`src/bca_pkg.sv`:
```
// Shared types and operation codes for the BCD-capable 8-bit ALU.
`default_nettype none
package bca_pkg;

    localparam logic [3:0] FN_ADC = 4'd0;
    localparam logic [3:0] FN_SBC = 4'd1;
    localparam logic [3:0] FN_AND = 4'd2;
    localparam logic [3:0] FN_ORA = 4'd3;
    localparam logic [3:0] FN_EOR = 4'd4;
    localparam logic [3:0] FN_ASL = 4'd5;
    localparam logic [3:0] FN_LSR = 4'd6;
    localparam logic [3:0] FN_ROL = 4'd7;
    localparam logic [3:0] FN_ROR = 4'd8;
    localparam logic [3:0] FN_INC = 4'd9;
    localparam logic [3:0] FN_DEC = 4'd10;
    localparam logic [3:0] FN_CMP = 4'd11;
    localparam logic [3:0] FN_BIT = 4'd12;

    // BCD correction constants
    localparam logic [9:0] BCD_NIB_ADJ = 10'h006;
    localparam logic [9:0] BCD_HI_ADJ  = 10'h060;
    localparam logic [9:0] BCD_MAX     = 10'h099;
    localparam logic [4:0] BCD_DIGIT   = 5'd9;

    typedef struct packed {
        logic [3:0] func;
        logic [7:0] reg_value;
        logic [7:0] operand;
        logic       carry_in;
        logic       decimal_in;
        logic       overflow_in;
    } t_alu_in;

    typedef struct packed {
        logic [7:0] result;
        logic       negative_out;
        logic       zero_out;
        logic       carry_out;
        logic       overflow_out;
    } t_alu_out;

    // Per-stage beat: w is the 10-bit working sum (wraps like the 16-bit form
    // in every bit that matters); res/c hold final values for non-arith ops.
    typedef struct packed {
        logic       valid;
        logic       arith;
        logic       dec_add;
        logic       dec_sub;
        logic       nib;
        logic [9:0] w;
        logic [7:0] res;
        logic       n;
        logic       z;
        logic       c;
        logic       v;
    } t_stage;

endpackage
`default_nettype wire

```
`src/bca_front.sv`:
```
// Stage 1: operation decode, binary adder, logic and shift unit, flags.
`default_nettype none
module bca_front (
    input  wire              i_clk,
    input  wire              i_rst_n,
    input  wire              i_valid,
    input  bca_pkg::t_alu_in i_in,
    output bca_pkg::t_stage  o_stage
);
    import bca_pkg::*;

    t_stage     r_stage;
    t_stage     n_stage;
    logic [7:0] acc;
    logic [7:0] mem;
    logic [7:0] b;
    logic [8:0] sum9;
    logic [9:0] diff10;
    logic [8:0] cmp9;
    logic [4:0] lo_add;
    logic [4:0] lo_a;
    logic [4:0] lo_m;

    assign acc    = i_in.reg_value;
    assign mem    = i_in.operand;
    assign b      = (i_in.func == FN_SBC) ? ~mem : mem;
    assign sum9   = {1'b0, acc} + {1'b0, b} + {8'd0, i_in.carry_in};
    assign diff10 = {2'b00, acc} - {2'b00, mem} - {9'd0, ~i_in.carry_in};
    assign cmp9   = {1'b0, acc} - {1'b0, mem};
    assign lo_add = {1'b0, acc[3:0]} + {1'b0, mem[3:0]} + {4'd0, i_in.carry_in};
    assign lo_a   = {1'b0, acc[3:0]} + {4'd0, i_in.carry_in};
    assign lo_m   = {1'b0, mem[3:0]} + 5'd1;

    always_comb begin
        n_stage         = '0;
        n_stage.valid   = i_valid;
        n_stage.res     = acc;
        n_stage.c       = i_in.carry_in;
        n_stage.v       = i_in.overflow_in;
        case (i_in.func)
            FN_ADC, FN_SBC: begin
                n_stage.arith = 1'b1;
                n_stage.n     = sum9[7];
                n_stage.z     = (sum9[7:0] == 8'd0);
                if (i_in.func == FN_SBC && i_in.decimal_in) begin
                    // decimal subtract: signed working value, subtract-form V
                    n_stage.dec_sub = 1'b1;
                    n_stage.w       = diff10;
                    n_stage.nib     = (lo_a < lo_m);
                    n_stage.v       = ((acc[7] ^ mem[7]) & (acc[7] ^ sum9[7]));
                end else begin
                    n_stage.dec_add = (i_in.func == FN_ADC) && i_in.decimal_in;
                    n_stage.w       = {1'b0, sum9};
                    n_stage.nib     = n_stage.dec_add && (lo_add > BCD_DIGIT);
                    n_stage.v       = ((acc[7] ^ sum9[7]) & (b[7] ^ sum9[7]));
                end
            end
            FN_AND: n_stage.res = acc & mem;
            FN_ORA: n_stage.res = acc | mem;
            FN_EOR: n_stage.res = acc ^ mem;
            FN_ASL: begin
                n_stage.res = {mem[6:0], 1'b0};
                n_stage.c   = mem[7];
            end
            FN_LSR: begin
                n_stage.res = {1'b0, mem[7:1]};
                n_stage.c   = mem[0];
            end
            FN_ROL: begin
                n_stage.res = {mem[6:0], i_in.carry_in};
                n_stage.c   = mem[7];
            end
            FN_ROR: begin
                n_stage.res = {i_in.carry_in, mem[7:1]};
                n_stage.c   = mem[0];
            end
            FN_INC: n_stage.res = mem + 8'd1;
            FN_DEC: n_stage.res = mem - 8'd1;
            default: n_stage.res = acc;
        endcase

        // flags for the non-arithmetic ops
        if (!n_stage.arith) begin
            n_stage.n = n_stage.res[7];
            n_stage.z = (n_stage.res == 8'd0);
        end
        if (i_in.func == FN_CMP) begin
            n_stage.c = ~cmp9[8];
            n_stage.n = cmp9[7];
            n_stage.z = (cmp9[7:0] == 8'd0);
        end
        if (i_in.func == FN_BIT) begin
            n_stage.n = mem[7];
            n_stage.v = mem[6];
            n_stage.z = ((acc & mem) == 8'd0);
        end
    end

    always_ff @(posedge i_clk) begin
        if (!i_rst_n) begin
            r_stage <= '0;
        end else begin
            r_stage <= n_stage;
        end
    end

    assign o_stage = r_stage;

endmodule
`default_nettype wire

```
`src/bca_nib_fix.sv`:
```
// Stage 2: low-digit BCD correction.
`default_nettype none
module bca_nib_fix (
    input  wire             i_clk,
    input  wire             i_rst_n,
    input  bca_pkg::t_stage i_stage,
    output bca_pkg::t_stage o_stage
);
    import bca_pkg::*;

    t_stage r_stage;
    t_stage n_stage;

    always_comb begin
        n_stage = i_stage;
        if (i_stage.nib) begin
            n_stage.w = i_stage.dec_sub ? (i_stage.w - BCD_NIB_ADJ)
                                        : (i_stage.w + BCD_NIB_ADJ);
        end
    end

    always_ff @(posedge i_clk) begin
        if (!i_rst_n) begin
            r_stage <= '0;
        end else begin
            r_stage <= n_stage;
        end
    end

    assign o_stage = r_stage;

endmodule
`default_nettype wire

```
`src/bca_hi_fix.sv`:
```
// Stage 3: high-digit BCD correction, carry select and output register.
`default_nettype none
module bca_hi_fix (
    input  wire               i_clk,
    input  wire               i_rst_n,
    input  bca_pkg::t_stage   i_stage,
    output logic              o_valid,
    output bca_pkg::t_alu_out o_out
);
    import bca_pkg::*;

    logic       r_valid;
    t_alu_out   r_out;
    t_alu_out   n_out;
    logic       hi;
    logic [9:0] wf;

    // negative working values are above the limit as unsigned, as wanted
    assign hi = (i_stage.dec_add || i_stage.dec_sub) && (i_stage.w > BCD_MAX);

    always_comb begin
        wf = i_stage.w;
        if (hi) begin
            wf = i_stage.dec_sub ? (i_stage.w - BCD_HI_ADJ) : (i_stage.w + BCD_HI_ADJ);
        end
        n_out.negative_out = i_stage.n;
        n_out.zero_out     = i_stage.z;
        n_out.overflow_out = i_stage.v;
        if (i_stage.arith) begin
            n_out.result    = wf[7:0];
            n_out.carry_out = i_stage.dec_sub ? ~wf[8] : wf[8];
        end else begin
            n_out.result    = i_stage.res;
            n_out.carry_out = i_stage.c;
        end
    end

    always_ff @(posedge i_clk) begin
        if (!i_rst_n) begin
            r_valid <= 1'b0;
        end else begin
            r_valid <= i_stage.valid;
        end
        r_out <= n_out;
    end

    assign o_valid = r_valid;
    assign o_out   = r_out;

endmodule
`default_nettype wire

```
`src/bcd_capable_8bit_alu.sv`:
```
// Top level of the three-stage BCD-capable 8-bit ALU.
//
//  channel | direction | handshake        | beat
//  --------+-----------+------------------+----------------------------------
//  command | in        | start, busy      | i_in  : func, reg_value, operand,
//          |           |                  |         carry_in, decimal_in,
//          |           |                  |         overflow_in
//  result  | out       | o_strobe         | o_out : result, N, Z, C, V flags
//
// An accepted start reaches o_strobe through the three register stages (decode and
// binary adder, low-digit correction, high-digit correction and carry select);
// one beat per cycle is sustained.
// busy is always low, so a command is taken in every cycle start is high.
// Synchronous active-low reset clears the first two stage registers and the
// output valid bit; the output beat register is left as is.
// Results show for one cycle; the receiver cannot hold them off.
`default_nettype none
module bcd_capable_8bit_alu (
    input  wire                i_clk,
    input  wire                i_rst_n,
    input  wire                start,
    output logic               busy,
    input  bca_pkg::t_alu_in   i_in,
    output logic               o_strobe,
    output bca_pkg::t_alu_out  o_out
);
    import bca_pkg::*;

    t_stage s1;
    t_stage s2;
    logic   accept;

    // Pipeline never stalls: no output backpressure exists.
    assign busy   = 1'b0;
    assign accept = start && !busy;

    // Stage 1: decode, binary sum/difference, logic and shifts, N/Z/V.
    bca_front u_front (
        .i_clk   (i_clk),
        .i_rst_n (i_rst_n),
        .i_valid (accept),
        .i_in    (i_in),
        .o_stage (s1)
    );

    // Stage 2: +/-6 on the low digit for decimal ADC/SBC.
    bca_nib_fix u_nib (
        .i_clk   (i_clk),
        .i_rst_n (i_rst_n),
        .i_stage (s1),
        .o_stage (s2)
    );

    // Stage 3: +/-0x60 on the high digit, carry from bit 8, result register.
    bca_hi_fix u_hi (
        .i_clk   (i_clk),
        .i_rst_n (i_rst_n),
        .i_stage (s2),
        .o_valid (o_strobe),
        .o_out   (o_out)
    );

    // Every accepted command yields a strobe after passing through all the stage registers.
    a_lat: assert property (@(posedge i_clk) disable iff (!i_rst_n)
        accept |-> ##3 o_strobe)
        else $error("accepted command produced no strobe");

    // No strobe without an earlier accepted command.
    a_no_spurious: assert property (@(posedge i_clk) disable iff (!i_rst_n)
        o_strobe |-> $past(accept, 3))
        else $error("strobe without a command");

    // Compare returns the register value unchanged.
    a_cmp_res: assert property (@(posedge i_clk) disable iff (!i_rst_n)
        (accept && i_in.func == FN_CMP) |-> ##3
            (o_out.result == $past(i_in.reg_value, 3)))
        else $error("compare altered the register value");

endmodule
`default_nettype wire

```
`config.mk`:
```
export PLATFORM = sky130hd
export DESIGN_NAME = bcd_capable_8bit_alu
export DESIGN_NICKNAME = d
export VERILOG_FILES = /design/src/bca_pkg.sv /design/src/bca_front.sv /design/src/bca_nib_fix.sv /design/src/bca_hi_fix.sv /design/src/bcd_capable_8bit_alu.sv
export SDC_FILE = /design/constraint.sdc
export NUM_CORES = 1
export LEC_CHECK = 0
export BUFFER_PORTS_ARGS = -buffer_cell sky130_fd_sc_hd__buf_4
export CORE_MARGIN = 4
export CORE_UTILIZATION = 60
export DETAILED_ROUTE_END_ITERATION = 10
export GPL_TIMING_DRIVEN = 0
export HOLD_SLACK_MARGIN = 0.1
export PLACE_DENSITY = 0.79
export SLEW_MARGIN = 20
export SYNTH_ARGS = -nofsm -noshare
export SYNTH_HDL_FRONTEND = slang
export SYNTH_SLANG_ARGS = --single-unit
```
`constraint.sdc`:
```
create_clock -name i_clk -period 4.6 [get_ports i_clk]
set_input_delay 0.46 -clock i_clk [delete_from_list [all_inputs] [get_ports i_clk]]
set_output_delay 0.46 -clock i_clk [all_outputs]
set_load 0.05 [all_outputs]
```
After elaboration in Yosys (flattened, before gate mapping)
Cells that the tools add are included.

Bitwise logic cells: 14. Magnitude comparators: 3. Reduce and logical (&&, ||, !) cells: 16. Add/sub/neg operators: 15. Muxes and demuxes: 21. Equal/unequal tests: 12.

Operator list (count): $pmux 8 s9 (1); $logic_not 8->1 (4); $eq 4x4->1 const B (5); $mux 10 (2); $mux 9 (2); $sub 8x8->9 (2); $eq 4x3->1 const B (4); $mux 8 (2); $mux 14 (1); $mux 11 (1); $add 10x3->10 const B (1); $gt 10x8->1 const B (1); $sub 10x1->10 (1); $sub 10x3->10 const B (1); $add 8x8->9 (1); $add 9x1->9 (1); $add 9x7->9 const B (1); $sub 9x7->9 const B (1); $add 8x1->8 const B (1); $and 8x8->8 (1); $eq 4x2->1 const B (2); $not 8->8 (1); $or 8x8->8 (1); $sub 8x1->8 const B (1); 22 further kinds (42).

Word-level logic and storage cells: 109. Input port bits: 26. Output and inout port bits: 14. Bits in registers: 66.

Depth between registers and ports, before layout
Gate-level depths: netlist of run 1.

Word-level depth: 9. Depth in mapped cells: 15. Gate-level depth less buffers: 13.

Hierarchy
A second synthesis of run 1 with hierarchy kept.

Cells, all modules: 615. Area total of the unflattened synthesis: 5119.9 sq um.

Modules (own cells, without submodules): bca_front (area each 3390.8 sq um, instances 1, cells each 443, sequential area each 540.5 sq um); bca_nib_fix (area each 1153.6 sq um, instances 1, cells each 115, sequential area each 540.5 sq um); bca_hi_fix (area each 564.3 sq um, instances 1, cells each 55, sequential area each 260.2 sq um); bcd_capable_8bit_alu (area each 11.3 sq um, instances 1, cells each 2, sequential area each 0.0 sq um).

Least setup slack after synthesis of run 1
Ideal clock, no wire load.

Path kind: in2reg. Start point: input port i_in[20] in the netlist's numbering. End point: register u_front.r_stage (netlist bit u_front.o_stage[2]). Setup time: 0.073 ns. Cell stages on the path: 15. Setup slack: 1.238 ns. Path buffers: 2. Arrival: 3.288 ns. Required time: 4.527 ns. Path through: buf_2 > nor3_2 > and2_1 > buf_2 > xnor2_1 > fa_1 > inv_1 > fa_1 > a211oi_1 > o21bai_1 > a21oi_1 > xnor2_1 > nand2_1 > o32a_1 > o211ai_2.

Cells in the longest elaborated chain, start to end: 9. Elaborated cells between the ends (all ways): 25. Those cells by class: add/sub: 2; eq/ne: 12; mux: 7; reduce/logical: 4.

Ends and longest elaborated chain: start: declaration (RTL line bcd_capable_8bit_alu.sv:23) `input bca_pkg::t_alu_in i_in,`; $eq 4x1->1 (RTL line bca_front.sv:26, bca_front.sv:40); $mux 8 (RTL line bca_front.sv:26) `assign b = (i_in.func == FN_SBC) ? ~mem : mem;`; $add 8x8->9 (RTL line bca_front.sv:27) `assign sum9 = {1'b0, acc} + {1'b0, b} + {8'd0, i_in.carry_in};`; $add 9x1->9 (RTL line bca_front.sv:27); $logic_not 8->1 (RTL line bca_front.sv:44) `n_stage.z = (sum9[7:0] == 8'd0);`; $mux 2 (RTL line bca_front.sv:40) `case (i_in.func)`; $mux 2 (RTL line bca_front.sv:83) `if (!n_stage.arith) begin`; $mux 3 (RTL line bca_front.sv:87) `if (i_in.func == FN_CMP) begin`; $mux 2 (*) (RTL line bca_front.sv:92) `if (i_in.func == FN_BIT) begin`; end signal: assignment (RTL line bca_front.sv:103) `r_stage <= n_stage;`; end: declaration (RTL line bca_front.sv:12) `t_stage r_stage;`.

Every way passes the cells marked *; elsewhere a longest branch is shown, timed or not. A chain may end at the register's enable or synchronous reset.

Worst setup path after layout of run 1
Same ends and word-level chain as after synthesis.

==> summary.txt, run 1 <==
Status
  – Status: complete, no violations

Clocking
  – CTS Buf Count: 9
  – TritonCTS clock tree: yes
  – Post-CTS setup buffers: 0
  – Gates resized, CTS repair: 0
  – H-Tree Depth: 3
  – Hold_buf cts: 0
  – CTS max path bufs: 2
  – Clock Tree Root: clkbuf_8
  – Clk_lat worst skew: 0.34 ns
  – Clk sink count: 66
  – Clock transition at the registers of the reported paths: 0.07 ns

Floorplan
  – Starting Density: 62.9%
  – Row count: 32
  – Die extent in y: 98.7 um
  – Die area: 9740 um^2
  – IO Pins: 40
  – Core area: 7850 um^2
  – Die width: 98.7 um

Critical path
  – Crit path to: u_front.o_stage[2]
  – Crit. End Element: flop
  – Crit path from: i_in[20]
  – Req. time, crit path: 4.86 ns
  – End of the worst register-to-register path: u_nib.o_stage[21]
  – Worst R2R Path Depth: 9
  – Crit-path max FO: 10
  – Reg2reg start: u_front.o_stage[23]
  – Critical Path Start Type: input pin
  – Crit Path Class: input pin to flop
  – Flop-to-flop setup slack: 1.77 ns
  – Crit path DAT: 4.19 ns

Logic synthesis
  – Area contributors post-synth: dfxtp_1, ha_1, xnor2_1
  – Post-synth top area share: 26.8%
  – Ys flop type: dfxtp_1
  – Gate Count Post-Synth: 575
  – Cell taking the most area after synthesis: dfxtp_1
  – Syn_nets: 658
  – Seq cells post-synth: 66
  – Cell variety after synth: 76
  – EDFF count, synth: 0
  – Post-synthesis sequential area ratio: 26.8%
  – Post-Syn Area per Cell: 8.58 um^2
  – Syn Std Cell Area: 4930 um^2
  – Asr flop ratio synth: 0%
  – Synth warnings: 0

STA
  – Peak Freq: 0.255 GHz
  – Tcrit/Tclk final: 85.3%
  – Clk_skew: 0.00727 ns
  – Slew Viols, Final: 0
  – RSZ-0062 raised after global routing: false
  – Setup TNS: 0 ns
  – Final Critical Period: 3.93 ns
  – Slew margin rel.: 34.7%
  – Worst-Margin Slew: 0.971 ns
  – Final hold vios: 0
  – Setup-failing EPs final: 0

Place
  – GPL Wtd Cong: 0.951
  – Dpl hpwl: 10800 um
  – IO Port Bufs: 36
  – Dpl cells: 713
  – DP Area: 5330 um^2

Finish
  – Area growth from synthesis to layout: 11.5%
  – Layout cells sized above 1: 14.2%
  – Net count, final: 705
  – Fin cells: 729
  – Ant. Diodes: 0
  – Final cell area excluding filler cells: 5500 um^2
  – Filler instances: 664

Pwr
  – Sw Ratio: 33.9%
  – Clock power frac: 27.7%
  – Reg power frac: 41.6%
  – Switching pwr: 496 uW
  – Power per cell area: 266 nW/um^2
  – Internal power: 965 uW
  – Maximum VDD drop: 0.000138 V
  – Power share of the combinational group: 30.7%
  – Leakage power: 2.39 nW
  – Pwr Total: 1.46 mW

GRT
  – GRT Total Usage: 29.7%
  – Largest net degree at the start of global routing: 13
  – First-pass GRT wire length: 23000 um
  – GR Overflow Total: 0
  – Initial antenna violation count: 0
  – Number of global-route vias before repair: 4445

Detailed routing
  – DR WL/cell: 19.2 um
  – DR pass1 iterations: 5
  – DRT iter0 DRCs: 350
  – Drt total wl: 14000 um
  – Via Count: 4522
  – Detail Route Antenna Nets: 0
  – DRC errors left: 0
  – Via/cell ratio: 6.20

Min path
  – Hold crit path type: flop to flop

Run
  – Max_cap viols: 0
==> critical path: stages <==
cell	delay, ns
buf_4	0.11
buf_2	0.17
nor3_2	0.59
and2_1	0.21
buf_2	0.25
xnor2_1	0.17
fa_1	0.26
inv_1	0.07
fa_1	0.41
a211oi_1	0.32
o21bai_1	0.14
a21oi_1	0.24
xnor2_1	0.22
nand2_1	0.15
o32a_1	0.33
o211ai_2	0.08
==> cell families (layout without fill, tap and decap cells) <==
group,count (synthesis),after routing,share of synthesized area (%)
flip-flops,66,66,26.8
other,1,1,0.0760
AO/OA/AOI/OAI,133,133,19.1
AND/OR/NAND/NOR,184,184,20.6
multiplexers,18,18,3.85
buffers and inverters,69,121,5.78
adder cells (fa/ha/maj),57,57,15.5
XOR/XNOR,47,47,8.34
==> synth_stat cells (4+ instances only) <==
cell type  instances
nor2b_1            7
o21bai_1           6
a221oi_1           7
and3_1             8
nand2b_1           9
o21ai_1            7
inv_1             39
nor3b_1            4
o21ai_0           11
nand3_1           14
mux2_2             7
nand2_1           19
and2_1            22
o21a_1             7
nand4_1            5
a21o_1             4
mux2i_1           10
o22ai_1            7
buf_2             12
clkbuf_1           9
xnor2_1           38
a211oi_1          11
fa_1               7
o211ai_1           4
xor2_1             9
o31ai_1            4
a21oi_1           28
dfxtp_1           66
ha_1              50
nor3_1            12
buf_1              4
nor2_1            52
==> power groups by stage <==
stage          sequential [mW]  clock (mW)  combinational, mW
3_3_place_gp             0.619           0              0.424
2_1_floorplan            0.640           0              0.282
6_report                 0.608       0.405              0.448
3_5_place_dp             0.620           0              0.437
5_1_grt                  0.610       0.445              0.489
4_1_cts                  0.608       0.415              0.440
==> sequential cells by signal, indices dropped and copies added, names as in the netlist <==
signal and count:
u_front.o_stage 27, u_nib.o_stage 26, u_hi.o_out 12, u_hi.o_valid 1
==> how the worst min path moves through the flow <==
stage | endpoint | startpoint | cells past startpoint
floorplan | u_hi.o_out[0] | u_nib.o_stage[0] | 0
global placement | u_hi.o_out[3] | u_nib.o_stage[3] | 0
detailed placement | u_hi.o_out[2] | u_nib.o_stage[2] | 0
CTS | u_hi.o_out[2] | u_nib.o_stage[2] | 0
global route | u_hi.o_out[2] | u_nib.o_stage[2] | 0
finish | u_hi.o_out[2] | u_nib.o_stage[2] | 0
==> area by class of cell <==
class	instances	area [um^2]	share of cell area [%]
repair buffers	36	270	4.91
clock inverters	7	45.0	0.819
inverters	42	158	2.87
flip-flops and latches	66	1320	24.0
plain buffers	27	128	2.32
clock buffers	9	124	2.25
well taps	102	128	2.32
multi-input cells	440	3330	60.5
==> cell usage in the layout, fill, tap and decap left out, drive strengths merged, types with 6 or more instances in the layout <==
master  Yosys  routed
xor2        9       9
and3        8       8
nand2b      9       9
nor2b       7       7
buf        18      54
a211oi     12      12
o21ai      18      18
o21bai      6       6
clkbuf      9      18
fa          7       7
o21a        7       7
and2       23      23
nor3       14      14
o22ai       7       7
nand3      14      14
a221oi      7       7
nor2       52      52
ha         50      50
xnor2      38      38
nand2      19      19
a21oi      28      28
dfxtp      66      66
mux2i      10      10
inv        42      43
mux2        8       8
==> through the flow <==
| step | util (%) | hold WS [ns] | setup slack (ns) |
|---|---|---|---|
| 4_1_cts | 70.1 | 0.330 | 0.754 |
| 3_5_place_dp | 68.0 | 0.314 | 0.404 |
| 2_1_floorplan | - | 0.310 | 1.24 |
| 5_1_grt | 70.1 | 0.338 | 0.438 |
| 3_3_place_gp | 68.0 | 0.310 | 0.425 |
| 6_report | 70.1 | 0.330 | 0.675 |
==> routing by layer <==
metal / routed length (um) / vias up / global-route usage, % / part of all wire [%]
li1: - / 2148 / - / -
met1: 5500 / 2121 / 35.9 / 39
met2: 7080 / 207 / 52.7 / 51
met3: 846 / 46 / 3.96 / 6.1
met4: 537 / 0 / 12.7 / 3.8
met5: 0 / - / 0 / 0
(Power assumes the default switching activity.)
==> run 2: changes to the inputs <==
- CORE_UTILIZATION: 60 -> 50
- PLACE_DENSITY: 0.79 -> 0.67
- SYNTH_HIERARCHICAL: default -> 1
==> summary.txt, run 2 <==
Floorplan
  – Core area: 9860 um^2
  – IO Pins: 40
  – Row count: 36
  – Die extent in y: 109 um
  – Die area: 11900 um^2
  – Starting Density: 51.7%
  – Die width: 109 um

Critical path
  – Crit Path Class: input pin to flop
  – Critical Path Most Common Cell: buf_2
  – Crit. End Element: flop
  – CP max stage cell: or3b_2
  – Critical path's top delay family: buffers and inverters
  – Crit path DAT: 4.34 ns
  – CP Buf/Inv Count: 5
  – Slowest cell delay on critical path: 0.50 ns
  – Crit path cell chain: buf_4 -> buf_2 -> buf_2 -> buf_2 -> and2_1 -> buf_2 -> xnor2_1 -> fa_1 -> fa_1 -> a211oi_1 -> nor3b_1 -> o21ai_0 -> nand2b_1 -> xnor2_1 -> or3b_2 -> o211ai_1
  – Crit-path max FO: 10
  – Critical Path Start Type: input pin
  – Req. time, crit path: 4.83 ns

Place
  – Dpl hpwl: 11200 um
  – DP Area: 5550 um^2
  – GPL Wtd Cong: 0.937
  – IO Port Bufs: 38
  – Dpl cells: 785

Clocking
  – CTS Buf Count: 9
  – Hold_buf cts: 0
  – CTS max path bufs: 2
  – H-Tree Depth: 3
  – Clock transition at the registers of the reported paths: 0.07 ns
  – Post-CTS setup buffers: 0
  – Clk sink count: 66
  – Clock Tree Root: clkbuf_8
  – TritonCTS clock tree: yes
  – Clk_lat worst skew: 0.33 ns
  – Gates resized, CTS repair: 0

Pwr
  – Maximum VDD drop: 0.000164 V
  – Switching pwr: 493 uW
  – Leakage power: 2.46 nW
  – Sw Ratio: 31.0%
  – Reg power frac: 38.3%
  – Power share of the combinational group: 28.6%
  – Internal power: 1.10 mW
  – Power per cell area: 275 nW/um^2
  – Clock power frac: 33.1%

Finish
  – Core Util, Final: 58.6%
  – Most frequent cells in the layout: dfxtp_1, ha_1, nor2_1
  – Ant. Diodes: 0
  – Layout cells sized above 1: 12.6%
  – Fin cells: 801
  – Area growth from synthesis to layout: 13.3%
  – Max FFs per register: 27
  – Net count, final: 746
  – Final cell area excluding filler cells: 5780 um^2
  – Most common cell after layout, fill and taps aside: dfxtp_1

STA
  – Setup TNS: 0 ns
  – Tcrit/Tclk final: 89.3%
  – Peak Freq: 0.244 GHz
  – Final hold vios: 0
  – RSZ-0062 raised after global routing: false
  – Final Critical Period: 4.11 ns
  – Slew margin rel.: 39.7%
  – Setup-failing EPs final: 0
  – Slew Viols, Final: 0
  – Clk_skew: 0.00641 ns
  – Worst-Margin Slew: 0.893 ns

GRT
  – Number of global-route vias before repair: 4634
  – GR Layer Usage met3: 3.37%
  – Largest net degree at the start of global routing: 13
  – Initial antenna violation count: 0
  – GR Overflow Total: 0
  – Met2 GRT Util: 43.7%
  – GRT Total Usage: 24.8%
  – Grt met1 use: 30.0%
  – Gr busiest metal: met2
  – First-pass GRT wire length: 23100 um

Detailed routing
  – Via/cell ratio: 6.00
  – Detail Route Antenna Nets: 0
  – Via Count: 4809
  – DR pass1 iterations: 7
  – DRT iter0 DRCs: 334
  – DR WL/cell: 17.8 um
  – DRC errors left: 0
  – Drt total wl: 14200 um

Min path
  – Hold crit path type: flop to flop

Logic synthesis
  – Syn Std Cell Area: 5100 um^2
  – Post-Syn Area per Cell: 8.31 um^2
  – Gate Count Post-Synth: 614
  – Syn_nets: 697
  – Synth warnings: 6

Run
  – Max_cap viols: 0

Status
  – Status: complete, no violations
==> run 2: changes by cell type in the layout (fill, tap and decap cells not counted), sizes merged, moves of 6 or more <==
cell / previous run / this run
a31oi: 2 / 8
nor2: 52 / 46
nand2: 19 / 31
nand3: 14 / 23
xnor2: 38 / 26
==> run 2: layout make-up <==
type / count / area, um^2
fill: 896 / 4090
multi-input combinational: 477 / 3490
sequential: 66 / 1320
timing repair buffer: 38 / 285
tap: 133 / 166
inverter: 41 / 154
clock buffer: 10 / 138
buffer: 30 / 135
clock inverter: 6 / 88.8
==> run 2: through the flow <==
step | setup WS [ns] | hold WS [ns] | power (mW)
after floorplan | 0.898 | 0.310 | 0.929
after global placement | 0.290 | 0.311 | 1.06
after detailed placement | 0.251 | 0.315 | 1.07
after CTS | 0.600 | 0.310 | 1.60
after global routing | 0.237 | 0.322 | 1.67
final | 0.494 | 0.329 | 1.59
==> run 2: per-layer routing <==
| metal | vias to the layer above | part of all wire [%] |
|---|---|---|
| met3 | 36 | 6.0 |
| met4 | 0 | 3.4 |
| met2 | 196 | 49 |
| met1 | 2255 | 41 |
| li1 | 2322 | - |
| met5 | - | 0 |
==> run 2: worst paths after layout <==
check	from	end	slack (ns)	cells after the start
setup / recovery	i_in[19]	u_front/o_stage[2]	0.49	16
hold / removal	u_nib/o_stage[3]	u_hi/o_out[3]	0.33	0
setup reg to reg	u_front/o_stage[23]	u_nib/o_stage[21]	2.40	7
hold reg to reg	u_nib/o_stage[3]	u_hi/o_out[3]	0.33	0
==> run 2: power groups by stage <==
stage / combinational, mW / clock [mW] / sequential (mW)
2_1_floorplan: 0.287 / 0 / 0.642
3_3_place_gp: 0.437 / 0 / 0.621
3_5_place_dp: 0.445 / 0 / 0.621
4_1_cts: 0.447 / 0.541 / 0.608
5_1_grt: 0.497 / 0.566 / 0.611
6_report: 0.454 / 0.526 / 0.608
==> run 2: worst reg2reg max path, cell delays in order (launching register included) <==
cell and delay [ns]:
dfxtp_1 0.56, inv_1 0.14, fa_1 0.48, a211oi_2 0.29, o21ai_1 0.14, a21o_1 0.21
a31o_1 0.22, a21boi_2 0.10
